==> src/rtl/deadline_timer_queue_assert.svh <==
// ---------------------------------------------------------------------------
// Assertion macros for the deadline timer queue
// Concurrent checks sampled on the rising clock edge, off while reset is low.
// ---------------------------------------------------------------------------
`ifndef DEADLINE_TIMER_QUEUE_ASSERT_SVH
`define DEADLINE_TIMER_QUEUE_ASSERT_SVH

// Same-cycle implication: cons must hold whenever ante holds.
`define DTQ_ASSERT_IMPL(label, clk, rst_n, ante, cons, msg) \
    label: assert property (@(posedge clk) disable iff (!rst_n) (ante) |-> (cons)) \
        else $error(msg);

// Next-cycle implication: cons must hold in the cycle after ante.
`define DTQ_ASSERT_NEXT(label, clk, rst_n, ante, cons, msg) \
    label: assert property (@(posedge clk) disable iff (!rst_n) (ante) |=> (cons)) \
        else $error(msg);

`endif

==> src/rtl/dtq_pkg.sv <==
// ---------------------------------------------------------------------------
// dtq_pkg
// Field widths, codes and controller/datapath types of the deadline timer queue.
// ---------------------------------------------------------------------------
package dtq_pkg;

    localparam int FUNC_W      = 2;
    localparam int ID_W        = 4;
    localparam int DELAY_W     = 40;
    localparam int TIME_W      = 63;
    // delay_us * 10 fits in 44 bits
    localparam int SPAN_W      = DELAY_W + 4;
    localparam int MAX_RESULTS = 16;
    localparam int FIRE_IDX_W  = $clog2(MAX_RESULTS);
    localparam int FIRE_CNT_W  = FIRE_IDX_W + 1;

    typedef enum logic [FUNC_W-1:0] {
        FUNC_SET    = 2'd0,
        FUNC_STOP   = 2'd1,
        FUNC_REMOVE = 2'd2,
        FUNC_TICK   = 2'd3
    } t_func;

    typedef enum logic [2:0] {
        ST_IDLE,
        ST_UPDATE,
        ST_FIRE_SCAN,
        ST_FIRE_COMMIT,
        ST_FINAL_SCAN,
        ST_EMIT
    } t_state;

    typedef struct packed {
        logic capture;
        logic update;
        logic scan_clr;
        logic scan_step;
        logic scan_final;
        logic fire_commit;
        logic emit_start;
        logic out_load;
    } t_cmd;

    typedef struct packed {
        logic found;
        logic scan_done;
        logic fire_full;
        logic out_free;
        logic emit_last;
    } t_sts;

endpackage

==> src/rtl/dtq_ifs.sv <==
// ---------------------------------------------------------------------------
// dtq channel interfaces
// Request and response channels with valid/ready handshake.
// ---------------------------------------------------------------------------
interface dtq_req_if;
    logic                           valid;
    logic                           ready;
    logic [dtq_pkg::FUNC_W-1:0]     func;
    logic [dtq_pkg::ID_W-1:0]       timer_id;
    logic [dtq_pkg::DELAY_W-1:0]    delay_us;
    logic [dtq_pkg::TIME_W-1:0]     now;

    modport source (output valid, func, timer_id, delay_us, now, input ready);
    modport sink   (input valid, func, timer_id, delay_us, now, output ready);
endinterface

interface dtq_rsp_if;
    logic                           valid;
    logic                           ready;
    logic                           fired;
    logic [dtq_pkg::ID_W-1:0]       fired_id;
    logic                           last;
    logic                           pending;
    logic [dtq_pkg::TIME_W-1:0]     next_expiry;

    modport source (output valid, fired, fired_id, last, pending, next_expiry, input ready);
    modport sink   (input valid, fired, fired_id, last, pending, next_expiry, output ready);
endinterface

==> src/rtl/dtq_ram.sv <==
// ---------------------------------------------------------------------------
// dtq_ram
// Single-port RAM with registered read data.
// ---------------------------------------------------------------------------
module dtq_ram #(
    parameter int WIDTH = 63,
    parameter int DEPTH = 16
) (
    input  logic                     i_clk,
    input  logic                     i_we,
    input  logic [$clog2(DEPTH)-1:0] i_addr,
    input  logic [WIDTH-1:0]         i_wdata,
    output logic [WIDTH-1:0]         o_rdata
);

    logic [WIDTH-1:0] r_mem [DEPTH];
    logic [WIDTH-1:0] r_rdata;

    always_ff @(posedge i_clk) begin
        if (i_we) begin
            r_mem[i_addr] <= i_wdata;
        end
        r_rdata <= r_mem[i_addr];
    end

    assign o_rdata = r_rdata;

endmodule

==> src/rtl/dtq_ctrl.sv <==
// ---------------------------------------------------------------------------
// dtq_ctrl
// Sequencer: update, fire scans, final minimum scan, result emission.
// ---------------------------------------------------------------------------
module dtq_ctrl (
    input  logic            i_clk,
    input  logic            i_rst_n,
    input  logic            i_in_valid,
    input  logic            i_in_tick,
    input  dtq_pkg::t_sts   i_sts,
    output logic            o_in_ready,
    output dtq_pkg::t_cmd   o_cmd
);

    dtq_pkg::t_state r_state;
    dtq_pkg::t_state n_state;

    always_ff @(posedge i_clk) begin
        if (!i_rst_n) begin
            r_state <= dtq_pkg::ST_IDLE;
        end else begin
            r_state <= n_state;
        end
    end

    always_comb begin
        n_state    = r_state;
        o_cmd      = '0;
        o_in_ready = 1'b0;
        case (r_state)
            dtq_pkg::ST_IDLE: begin
                o_in_ready = 1'b1;
                if (i_in_valid) begin
                    o_cmd.capture  = 1'b1;
                    o_cmd.scan_clr = 1'b1;
                    n_state = i_in_tick ? dtq_pkg::ST_FIRE_SCAN : dtq_pkg::ST_UPDATE;
                end
            end
            dtq_pkg::ST_UPDATE: begin
                o_cmd.update   = 1'b1;
                o_cmd.scan_clr = 1'b1;
                n_state = dtq_pkg::ST_FINAL_SCAN;
            end
            dtq_pkg::ST_FIRE_SCAN: begin
                if (!i_sts.scan_done) begin
                    o_cmd.scan_step = 1'b1;
                end else begin
                    n_state = dtq_pkg::ST_FIRE_COMMIT;
                end
            end
            dtq_pkg::ST_FIRE_COMMIT: begin
                o_cmd.scan_clr = 1'b1;
                if (i_sts.found) begin
                    o_cmd.fire_commit = 1'b1;
                    n_state = i_sts.fire_full ? dtq_pkg::ST_FINAL_SCAN
                                              : dtq_pkg::ST_FIRE_SCAN;
                end else begin
                    n_state = dtq_pkg::ST_FINAL_SCAN;
                end
            end
            dtq_pkg::ST_FINAL_SCAN: begin
                o_cmd.scan_final = 1'b1;
                if (!i_sts.scan_done) begin
                    o_cmd.scan_step = 1'b1;
                end else begin
                    o_cmd.emit_start = 1'b1;
                    n_state = dtq_pkg::ST_EMIT;
                end
            end
            dtq_pkg::ST_EMIT: begin
                if (i_sts.out_free) begin
                    o_cmd.out_load = 1'b1;
                    if (i_sts.emit_last) begin
                        n_state = dtq_pkg::ST_IDLE;
                    end
                end
            end
            default: begin
                n_state = dtq_pkg::ST_IDLE;
            end
        endcase
    end

endmodule

==> src/rtl/dtq_datapath.sv <==
// ---------------------------------------------------------------------------
// dtq_datapath
// Deadline store, armed flags, shared scan compare, fire buffer, output word.
// ---------------------------------------------------------------------------
module dtq_datapath #(
    parameter int NUM_TIMERS = 16
) (
    input  logic                             i_clk,
    input  logic                             i_rst_n,
    input  dtq_pkg::t_cmd                    i_cmd,
    input  logic [dtq_pkg::FUNC_W-1:0]       i_func,
    input  logic [dtq_pkg::ID_W-1:0]         i_timer_id,
    input  logic [dtq_pkg::DELAY_W-1:0]      i_delay_us,
    input  logic [dtq_pkg::TIME_W-1:0]       i_now,
    input  logic                             i_out_ready,
    output dtq_pkg::t_sts                    o_sts,
    output logic                             o_out_valid,
    output logic                             o_fired,
    output logic [dtq_pkg::ID_W-1:0]         o_fired_id,
    output logic                             o_last,
    output logic                             o_pending,
    output logic [dtq_pkg::TIME_W-1:0]       o_next_expiry
);

    localparam int IW = $clog2(NUM_TIMERS);
    localparam int CW = IW + 1;
    localparam int TW = dtq_pkg::TIME_W;

    // captured request
    dtq_pkg::t_func                 r_func;
    logic [dtq_pkg::ID_W-1:0]       r_id;
    logic [TW-1:0]                  r_now;
    logic [dtq_pkg::SPAN_W-1:0]     r_span;

    // scan state
    logic [CW-1:0]                  r_cnt;
    logic                           r_rd_vld;
    logic [IW-1:0]                  r_rd_idx;
    logic                           r_found;
    logic [TW-1:0]                  r_best_q;
    logic [IW-1:0]                  r_best_idx;
    logic [NUM_TIMERS-1:0]          r_armed;

    // fired indices in order
    logic [dtq_pkg::ID_W-1:0]       r_fire_buf [dtq_pkg::MAX_RESULTS];
    logic [dtq_pkg::FIRE_CNT_W-1:0] r_fire_cnt;
    logic [dtq_pkg::FIRE_IDX_W-1:0] r_emit_idx;

    // output word
    logic                           r_out_valid;
    logic                           r_out_fired;
    logic [dtq_pkg::ID_W-1:0]       r_out_fired_id;
    logic                           r_out_last;
    logic                           r_out_pending;
    logic [TW-1:0]                  r_out_next;

    logic [dtq_pkg::SPAN_W-1:0]     w_delay_ext;
    logic [TW:0]                    w_sum;
    logic [TW-1:0]                  w_deadline;
    logic [IW-1:0]                  w_id_idx;
    logic                           w_id_ok;
    logic                           w_we;
    logic [IW-1:0]                  w_addr;
    logic [TW-1:0]                  w_q;
    logic                           w_cand;
    logic                           w_any_fired;
    logic                           w_emit_last;

    // delay_us * 10 = delay*8 + delay*2
    assign w_delay_ext = dtq_pkg::SPAN_W'(i_delay_us);

    // saturate the deadline at the top of the time range
    assign w_sum      = {1'b0, r_now} + (TW + 1)'(r_span);
    assign w_deadline = w_sum[TW] ? {TW{1'b1}} : w_sum[TW-1:0];

    assign w_id_idx = IW'(r_id);
    assign w_id_ok  = 32'(r_id) < 32'(NUM_TIMERS);
    assign w_we     = i_cmd.update && (r_func == dtq_pkg::FUNC_SET) && w_id_ok;
    assign w_addr   = w_we ? w_id_idx : r_cnt[IW-1:0];

    dtq_ram #(
        .WIDTH (TW),
        .DEPTH (NUM_TIMERS)
    ) u_deadline_ram (
        .i_clk   (i_clk),
        .i_we    (w_we),
        .i_addr  (w_addr),
        .i_wdata (w_deadline),
        .o_rdata (w_q)
    );

    // one shared compare: fire scans want due entries, final scan wants any armed
    assign w_cand = r_rd_vld && r_armed[r_rd_idx]
                 && (i_cmd.scan_final || (w_q <= r_now))
                 && (!r_found || (w_q < r_best_q));

    always_ff @(posedge i_clk) begin
        if (i_cmd.capture) begin
            r_func <= dtq_pkg::t_func'(i_func);
            r_id   <= i_timer_id;
            r_now  <= i_now;
            r_span <= (w_delay_ext << 3) + (w_delay_ext << 1);
        end
        r_rd_idx <= r_cnt[IW-1:0];
        if (w_cand) begin
            r_best_q   <= w_q;
            r_best_idx <= r_rd_idx;
        end
        if (i_cmd.fire_commit) begin
            r_fire_buf[r_fire_cnt[dtq_pkg::FIRE_IDX_W-1:0]] <= dtq_pkg::ID_W'(r_best_idx);
        end
        if (i_cmd.out_load) begin
            r_out_fired    <= w_any_fired;
            r_out_fired_id <= w_any_fired ? r_fire_buf[r_emit_idx] : '0;
            r_out_last     <= w_emit_last;
            r_out_pending  <= r_found;
            r_out_next     <= r_found ? r_best_q : '0;
        end
    end

    always_ff @(posedge i_clk) begin
        if (!i_rst_n) begin
            r_cnt       <= '0;
            r_rd_vld    <= 1'b0;
            r_found     <= 1'b0;
            r_armed     <= '0;
            r_fire_cnt  <= '0;
            r_emit_idx  <= '0;
            r_out_valid <= 1'b0;
        end else begin
            r_rd_vld <= i_cmd.scan_step;
            if (i_cmd.scan_clr) begin
                r_cnt   <= '0;
                r_found <= 1'b0;
            end else begin
                if (i_cmd.scan_step) begin
                    r_cnt <= r_cnt + CW'(1);
                end
                if (w_cand) begin
                    r_found <= 1'b1;
                end
            end
            if (i_cmd.update && w_id_ok) begin
                r_armed[w_id_idx] <= (r_func == dtq_pkg::FUNC_SET);
            end
            if (i_cmd.fire_commit) begin
                r_armed[r_best_idx] <= 1'b0;
            end
            if (i_cmd.capture) begin
                r_fire_cnt <= '0;
            end else if (i_cmd.fire_commit) begin
                r_fire_cnt <= r_fire_cnt + dtq_pkg::FIRE_CNT_W'(1);
            end
            if (i_cmd.emit_start) begin
                r_emit_idx <= '0;
            end else if (i_cmd.out_load && !w_emit_last) begin
                r_emit_idx <= r_emit_idx + dtq_pkg::FIRE_IDX_W'(1);
            end
            if (i_cmd.out_load) begin
                r_out_valid <= 1'b1;
            end else if (i_out_ready) begin
                r_out_valid <= 1'b0;
            end
        end
    end

    assign w_any_fired = (r_fire_cnt != '0);
    assign w_emit_last = !w_any_fired
                      || ((dtq_pkg::FIRE_CNT_W'(r_emit_idx) + dtq_pkg::FIRE_CNT_W'(1))
                          == r_fire_cnt);

    assign o_sts.found     = r_found;
    assign o_sts.scan_done = (r_cnt == CW'(NUM_TIMERS));
    assign o_sts.fire_full = (r_fire_cnt == dtq_pkg::FIRE_CNT_W'(dtq_pkg::MAX_RESULTS - 1));
    assign o_sts.out_free  = !r_out_valid || i_out_ready;
    assign o_sts.emit_last = w_emit_last;

    assign o_out_valid   = r_out_valid;
    assign o_fired       = r_out_fired;
    assign o_fired_id    = r_out_fired_id;
    assign o_last        = r_out_last;
    assign o_pending     = r_out_pending;
    assign o_next_expiry = r_out_next;

endmodule

==> src/rtl/deadline_timer_queue.sv <==
// ---------------------------------------------------------------------------
// deadline_timer_queue
// One-shot deadline timers with earliest-first expiry reporting.
// ---------------------------------------------------------------------------
// Request words set, stop or remove a timer, or deliver a tick with the current
// time. Every request gives at least one response word; a tick gives one word
// per expired timer (earliest deadline first, lower index on ties, at most 16),
// with last marking the final one, and all words carry the earliest deadline
// still armed once the request is done. One request is handled at a time. The
// deadlines sit in a single-port RAM that one comparator walks at one entry per
// cycle. Set/stop/remove make one update and one final pass; a tick that fires
// k timers makes one fire pass per fired timer, one more that finds none, and
// the final pass, with no empty fire pass when all 16 fire. A new request is
// taken as soon as the last response word is in the output register, even if it
// is not yet drained.
// ---------------------------------------------------------------------------
`include "deadline_timer_queue_assert.svh"

module deadline_timer_queue #(
    parameter int NUM_TIMERS = 16
) (
    input  logic       i_clk,
    input  logic       i_rst_n,
    dtq_req_if.sink    i_req,
    dtq_rsp_if.source  o_rsp
);

    dtq_pkg::t_cmd w_cmd;
    dtq_pkg::t_sts w_sts;
    logic          w_in_ready;
    logic          w_in_tick;

    // decode tick directly off the request so the first scan starts at once
    assign w_in_tick   = (i_req.func == dtq_pkg::FUNC_TICK);
    assign i_req.ready = w_in_ready;

    dtq_ctrl u_ctrl (
        .i_clk      (i_clk),
        .i_rst_n    (i_rst_n),
        .i_in_valid (i_req.valid),
        .i_in_tick  (w_in_tick),
        .i_sts      (w_sts),
        .o_in_ready (w_in_ready),
        .o_cmd      (w_cmd)
    );

    dtq_datapath #(
        .NUM_TIMERS (NUM_TIMERS)
    ) u_datapath (
        .i_clk         (i_clk),
        .i_rst_n       (i_rst_n),
        .i_cmd         (w_cmd),
        .i_func        (i_req.func),
        .i_timer_id    (i_req.timer_id),
        .i_delay_us    (i_req.delay_us),
        .i_now         (i_req.now),
        .i_out_ready   (o_rsp.ready),
        .o_sts         (w_sts),
        .o_out_valid   (o_rsp.valid),
        .o_fired       (o_rsp.fired),
        .o_fired_id    (o_rsp.fired_id),
        .o_last        (o_rsp.last),
        .o_pending     (o_rsp.pending),
        .o_next_expiry (o_rsp.next_expiry)
    );

    // only a fired word can be followed by another word of the same request
    `DTQ_ASSERT_IMPL(a_nonlast_is_fired, i_clk, i_rst_n, o_rsp.valid && !o_rsp.last, o_rsp.fired, "non-final response word without a fired timer")
    // nothing pending means no deadline to report
    `DTQ_ASSERT_IMPL(a_idle_expiry_zero, i_clk, i_rst_n, o_rsp.valid && !o_rsp.pending, o_rsp.next_expiry == '0, "next_expiry nonzero with nothing pending")
    // a fresh request always runs at least one scan before any response
    `DTQ_ASSERT_NEXT(a_no_load_after_accept, i_clk, i_rst_n, i_req.valid && i_req.ready, !w_cmd.out_load, "response loaded right after a request was taken")
    // drop only a timer that the scan actually selected
    `DTQ_ASSERT_IMPL(a_commit_needs_found, i_clk, i_rst_n, w_cmd.fire_commit, w_sts.found, "fire commit without a selected timer")

endmodule
==> src/flat_wrapper.sv <==
// flat-port wrapper written by rule: the top's interface ports become plain ports
module deadline_timer_queue_flat 
#(
    parameter int NUM_TIMERS = 16
)
  (i_clk, i_rst_n, i_req_valid, i_req_func, i_req_timer_id, i_req_delay_us, i_req_now, i_req_ready, o_rsp_valid, o_rsp_fired, o_rsp_fired_id, o_rsp_last, o_rsp_pending, o_rsp_next_expiry, o_rsp_ready);
  dtq_req_if i_req_i ();
  dtq_rsp_if o_rsp_i ();
  input  logic i_clk;
  input  logic i_rst_n;
  input wire logic [$bits(i_req_i.valid)-1:0] i_req_valid;
  input wire logic [$bits(i_req_i.func)-1:0] i_req_func;
  input wire logic [$bits(i_req_i.timer_id)-1:0] i_req_timer_id;
  input wire logic [$bits(i_req_i.delay_us)-1:0] i_req_delay_us;
  input wire logic [$bits(i_req_i.now)-1:0] i_req_now;
  output wire logic [$bits(i_req_i.ready)-1:0] i_req_ready;
  output wire logic [$bits(o_rsp_i.valid)-1:0] o_rsp_valid;
  output wire logic [$bits(o_rsp_i.fired)-1:0] o_rsp_fired;
  output wire logic [$bits(o_rsp_i.fired_id)-1:0] o_rsp_fired_id;
  output wire logic [$bits(o_rsp_i.last)-1:0] o_rsp_last;
  output wire logic [$bits(o_rsp_i.pending)-1:0] o_rsp_pending;
  output wire logic [$bits(o_rsp_i.next_expiry)-1:0] o_rsp_next_expiry;
  input wire logic [$bits(o_rsp_i.ready)-1:0] o_rsp_ready;
  assign i_req_i.valid = i_req_valid;
  assign i_req_i.func = i_req_func;
  assign i_req_i.timer_id = i_req_timer_id;
  assign i_req_i.delay_us = i_req_delay_us;
  assign i_req_i.now = i_req_now;
  assign i_req_ready = i_req_i.ready;
  assign o_rsp_valid = o_rsp_i.valid;
  assign o_rsp_fired = o_rsp_i.fired;
  assign o_rsp_fired_id = o_rsp_i.fired_id;
  assign o_rsp_last = o_rsp_i.last;
  assign o_rsp_pending = o_rsp_i.pending;
  assign o_rsp_next_expiry = o_rsp_i.next_expiry;
  assign o_rsp_i.ready = o_rsp_ready;
  deadline_timer_queue #(.NUM_TIMERS(NUM_TIMERS)) u_core (.i_clk(i_clk), .i_rst_n(i_rst_n), .i_req(i_req_i), .o_rsp(o_rsp_i));
endmodule
==> config.mk <==
export PLATFORM = sky130hd
export DESIGN_NAME = deadline_timer_queue_flat
export DESIGN_NICKNAME = d
export VERILOG_FILES = /design/src/rtl/dtq_pkg.sv /design/src/rtl/dtq_ifs.sv /design/src/rtl/dtq_ram.sv /design/src/rtl/dtq_ctrl.sv /design/src/rtl/dtq_datapath.sv /design/src/rtl/deadline_timer_queue.sv /design/src/flat_wrapper.sv
export VERILOG_INCLUDE_DIRS = /design/src /design/src/rtl
export SDC_FILE = /design/constraint.sdc
export NUM_CORES = 2
export LEC_CHECK = 0
export BUFFER_PORTS_ARGS = -buffer_cell sky130_fd_sc_hd__buf_2
export CORE_MARGIN = 5
export CORE_UTILIZATION = 50
export DETAILED_ROUTE_END_ITERATION = 16
export PLACE_DENSITY_LB_ADDON = 0.2
export SETUP_SLACK_MARGIN = 0.4
export SLEW_MARGIN = 40
export SYNTH_ARGS = -nofsm -noshare
export SYNTH_HDL_FRONTEND = slang
export SYNTH_HIERARCHICAL = 1
export SYNTH_SLANG_ARGS = --single-unit
==> constraint.sdc <==
create_clock -name i_clk -period 20.9 [get_ports i_clk]
set_input_delay 3.135 -clock i_clk [delete_from_list [all_inputs] [get_ports i_clk]]
set_output_delay 3.135 -clock i_clk [all_outputs]
set_load 0.05 [all_outputs]
* Word-level counts from Yosys, hierarchy flattened
Memory sizes are Yosys's and may differ from the RTL's. A register that Yosys moved wholly into a read port is not among the register bits. Index checks and enable logic that the tools add are counted.
Storage, ports and cells: register bits 286, memories kept 2, logic and storage cells 118, bits in writable memories 1072
Memories:
- u_core.u_datapath.u_deadline_ram.r_mem | depth 16, bits a word 63, rd ports 1, clocked after Yosys merged registers in 1, write ports 1, RTL line dtq_ram.sv:16 | logic [WIDTH-1:0] r_mem [DEPTH];
- u_core.u_datapath.r_fire_buf | depth 16, bits a word 4, rd ports 1, clocked after Yosys merged registers in 1, write ports 1, RTL line dtq_datapath.sv:45 | logic [dtq_pkg::ID_W-1:0] r_fire_buf [dtq_pkg::MAX_RESULTS];
Operators by class: mux-type cells 41, equal/unequal tests 14, reductions and logical operators 26, bitwise logic cells 3, magnitude comparators 7, $add $sub $neg 6
Operators with widths (count):
- $add A63 B44 Y64 | 1
- $le A63 B63 Y1 | 1
- $lt A63 B63 Y1 | 1
- $mux W63 | 1
- $mux W16 | 3
- $add A43 B41 Y44 | 1
- $mux W1 | 22
- $mux W3 | 7
- $pmux W3 S6 | 1
- $and A16 B16 Y16 | 1
- $bwmux W16 | 1
- $not A16 Y16 | 1
- $lt A4 B5 Y1 const B | 3
- $add A5 B1 Y5 const B | 2
- $ne A2 B2 Y1 const B | 5
- $reduce_or A2 Y1 | 5
- $demux W1 S4 | 2
- $ge A4 B1 Y1 const B | 2
- $logic_and A1 B1 Y1 | 7
- $eq A3 B2 Y1 const B | 2
- $eq A3 B3 Y1 const B | 2
- $add A4 B1 Y5 const B | 1
- $eq A5 B4 Y1 const B | 1
- $eq A5 B5 Y1 | 1
- 16 further kinds | 23

* Logic depth before layout (Yosys ltp)
depth in word-level cells 9, depth in mapped cells 13, depth with buffers taken out 12

* By module
Netlist, hierarchy kept.
Modules (own cells, without submodules):
- dtq_ram | sequential area each 31530.2 µm², cells each 1624, times used 1, area each 38952.4 µm²
- dtq_datapath | sequential area each 10139.7 µm², cells each 1909, times used 1, area each 20953.8 µm²
- dtq_ctrl | sequential area each 60.1 µm², cells each 36, times used 1, area each 259.0 µm²
- deadline_timer_queue | sequential area each 0.0 µm², cells each 1, times used 1, area each 6.3 µm²

* Worst setup path before layout
OpenSTA, ideal clock, no wires.
kind input-to-reg, start point input port o_rsp_ready, end point register u_core/u_datapath/r_emit_idx[3] (netlist name), slack 13.753 ns, data required time 20.835 ns, stages 7, path buffers 0, arrival 7.082 ns, path through nand2b_1 > nand2_1 > nor2_1 > and2_0 > nand2b_1 > xor2_1 > nor2_1
RTL lines:
- start: declaration | RTL line flat_wrapper.sv:23 | input wire logic [$bits(o_rsp_i.ready)-1:0] o_rsp_ready;
- end signal: assignment | RTL line dtq_datapath.sv:157 | r_emit_idx <= r_emit_idx + dtq_pkg::FIRE_IDX_W'(1);
- end: declaration | RTL line dtq_datapath.sv:47 | logic [dtq_pkg::FIRE_IDX_W-1:0] r_emit_idx;

* Worst setup path after layout
start point input port i_req_delay_us[0], end point register u_core/u_datapath/r_span[43] (netlist name), data pin
Between the ends: longest elaborated chain between the ends 1
RTL lines:
- start: declaration | RTL line flat_wrapper.sv:14 | input wire logic [$bits(i_req_i.delay_us)-1:0] i_req_delay_us;
- $add A43 B41 Y44 | RTL line dtq_datapath.sv:102 | r_span <= (w_delay_ext << 3) + (w_delay_ext << 1);
- end signal: assignment | RTL line dtq_datapath.sv:102
- end: declaration | RTL line dtq_datapath.sv:33 | logic [dtq_pkg::SPAN_W-1:0] r_span;
Every way passes these cells. A chain may end at the register's enable or synchronous reset.

==> results.cfg <==
[synthesis]
netlist.area_leader.share_pct = 65.9
ys_seq_area_share_pct = 69.4
postSynthCellCount = 3570
yosys-top-cells-area = edfxtp_1 66%, mux4_2 10%, ha_1 4.4%
ys_types = 85
synth_warnings = 6
synth_area_um2 = 60200
ys_top_cells_by_count = 1321 x edfxtp_1, 277 x mux4_2, 214 x ha_1
async_flop_share_pct = 0
synth.most_common_cell = edfxtp_1
ys_ff_latch = 1424
syn-num-nets = 3899
synth_top_area_cell = edfxtp_1
avgSynthCellArea_um2 = 16.9
ys.flop_type = edfxtp_1
synth-edff-count = 1321

[cells_and_area]
num-nets-final = 4153
post-route-util_pct = 56.7
n_fill_cell = 9227
fin_cells = 5556
final_area_um2 = 68000
area_growth_pct = 13.0
insertedDiodeCount = 0
drive_above_1_share_pct = 20.2

[timing]
finalHoldViolCount = 0
fmax_mhz = 174
tightest_slew_ps = 888
relSlewSlack_pct = 40.8
skew_ps = 32.1
setup_viol = 0
setup_tns_ps = 0
slew_violations = 0
period_share_pct = 27.5
rsz0062_at_grt = no
min_period_ps = 5760

[run]
drv_cap = 0

[global_routing]
grtUsageTotal_pct = 24.1
grt_antenna_before_repair = 5
grt_max_degree = 64
overflow = 0
grt_pass1_vias = 33100
grt_first_pass_wirelength_um = 225000

[floorplan]
placementRows = 127
die_x_um = 357
coreArea_um2 = 120000
die_height_um = 357
die_area_um2 = 127000
floorplan.initialDensity_pct = 50.2
num_io_pins = 185

[placed_design]
dp.cells = 5286
detailed_place_hpwl_um = 94700
place_area_um2 = 63300
io_buffers = 184
gp_congestion = 0.910

[worst_setup_path]
cp-end-kind = flip-flop
r2r_end = u_core/u_datapath/u_deadline_ram/r_mem[3][51]
critPathLaunch = i_req_delay_us[0]
r2r_slack_ps = 15610
r2r_start = u_core/u_datapath/r_now[1]
startpoint_type = input port
cp.required_ps = 21410
crit_arrival_ps = 6270
worstRegToRegCells = 12
critPathMaxFanout = 3
critical_path_class = in -> reg

[hold_path]
min_path_cells = 0
holdPathEnd = u_core/u_datapath/r_rd_idx[1]
hp-class = reg -> reg
holdCritStartpoint = u_core/u_datapath/r_cnt[1]

[routing]
drtIter0Drc = 3873
drtPass1Iterations = 5
wire_per_inst_um = 27.8
wl_um = 154000
via_count = 33700
final_antenna_net_count = 0
drc = 0
vias_per_cell = 6.07

[clock_tree]
clk_pin_slew_worst_paths_ps = 60
clock_latency_ps = 750
cts_tree = built
root_buffer = clkbuf_16
post_cts_buffers = 0
htreeDepth = 4
cts_buffers = 146
postCtsHoldBufs = 0
cts_buffer_depth = 3
cts_resized = 0
clock_sinks = 1424

[power_and_ir_drop]
leakagePower_uw = 0.0232
power_uw = 6790
irDropWorstVdd_uv = 80.2
cellPowerDensity_nw_per_um2 = 99.8

[run_status]
status = complete, no violations
[sequential cells by signal, indices dropped and copies added, names as in the netlist, 16 cells and up]
signal	flops
u_core/u_datapath/u_deadline_ram/o_rdata	63
u_core/u_datapath/r_span	43
u_core/u_datapath/r_best_q	63
u_core/u_datapath/r_fire_buf	64
u_core/u_datapath/u_deadline_ram/r_mem	1008
u_core/u_datapath/r_now	63
u_core/u_datapath/r_armed	16
u_core/u_datapath/o_next_expiry	63
[stage by stage]
stage | hold slack (ps) | setup slack [ps]
floorplan | 379 | 13750
global placement | 407 | 14170
detailed placement | 416 | 14440
CTS | 425 | 15230
global route | 439 | 14990
finish | 429 | 15140
[cell type report]
cell class                      count  area, um^2  area share (%)
Timing Repair Buffer              256        1660            2.44
Multi-Input combinational cell   1839       17300            25.5
Sequential cell                  1424       41700            61.4
Clock inverter                     62         584           0.860
Tap cell                         1612        2020            2.97
Inverter                          157         589           0.867
Clock buffer                      206        4080            6.01
[placed cells by master, fill, tap and decap left out, types with 28 or more instances in the layout]
cell type | Yosys | final
xnor2_1 | 56 | 56
edfxtp_1 | 1321 | 1321
buf_4 | 20 | 50
buf_2 | 23 | 184
clkinv_1 | 0 | 28
xor2_1 | 35 | 35
nand3_1 | 38 | 38
a21oi_1 | 129 | 128
nor2_1 | 125 | 111
ha_1 | 214 | 214
o21ai_0 | 98 | 96
nor3_1 | 48 | 43
nand4_1 | 48 | 48
nand2_1 | 196 | 196
inv_1 | 157 | 157
clkbuf_16 | 0 | 150
mux4_2 | 277 | 277
a21o_1 | 88 | 88
and2_1 | 95 | 93
clkbuf_1 | 70 | 44
a22oi_1 | 128 | 128
dfxtp_1 | 103 | 101
[worst max-delay path, stage by stage]
cell      delay (ps)
buf_2            160
ha_1             260
fa_1             420
a21oi_1          180
nand4b_1         170
a21oi_1          140
o31ai_1          420
o41ai_2          200
a31oi_1          420
o31ai_1          190
o41a_1           370
and3_1           200
[cells by family (layout without fill, tap and decap cells)]
family	after synthesis	after routing	synth area share, %
mux	296	296	10.7
flops	1424	1424	69.4
fa+ha+maj	216	216	4.52
compound gates	573	573	6.39
xor+xnor	91	91	1.32
buf+inv	307	681	2.23
simple gates	663	663	5.49
[how the worst max path moves through the flow]
stage	cells past startpoint	endpoint	slack [ps]
4_1_cts	12	u_core/u_datapath/r_span[43]	15230
3_5_place_dp	12	u_core/u_datapath/r_span[43]	14440
2_1_floorplan	7	u_core/u_datapath/r_emit_idx[3]	13750
3_3_place_gp	12	u_core/u_datapath/r_span[41]	14170
6_report	12	u_core/u_datapath/r_span[43]	15140
5_1_grt	11	u_core/u_datapath/r_span[40]	14990
[where the power goes]
part	leakage (uW)	switching [uW]	internal (uW)	total, uW
clock network	0.00227	1060	1480	2530
logic	0.00824	544	260	804
registers	0.0127	58.3	3390	3450
[routing by layer]
| layer | up-vias | routed length, um | global-route usage [%] |
|---|---|---|---|
| met1 | 17400 | 66000 | 35.5 |
| met5 | - | 17 | 0 |
| met3 | 208 | 12400 | 3.93 |
| met2 | 1468 | 72700 | 38.3 |
| li1 | 14600 | - | - |
| met4 | 2 | 3160 | 5.95 |
Note: power is estimated with default switching activity, not from simulation.
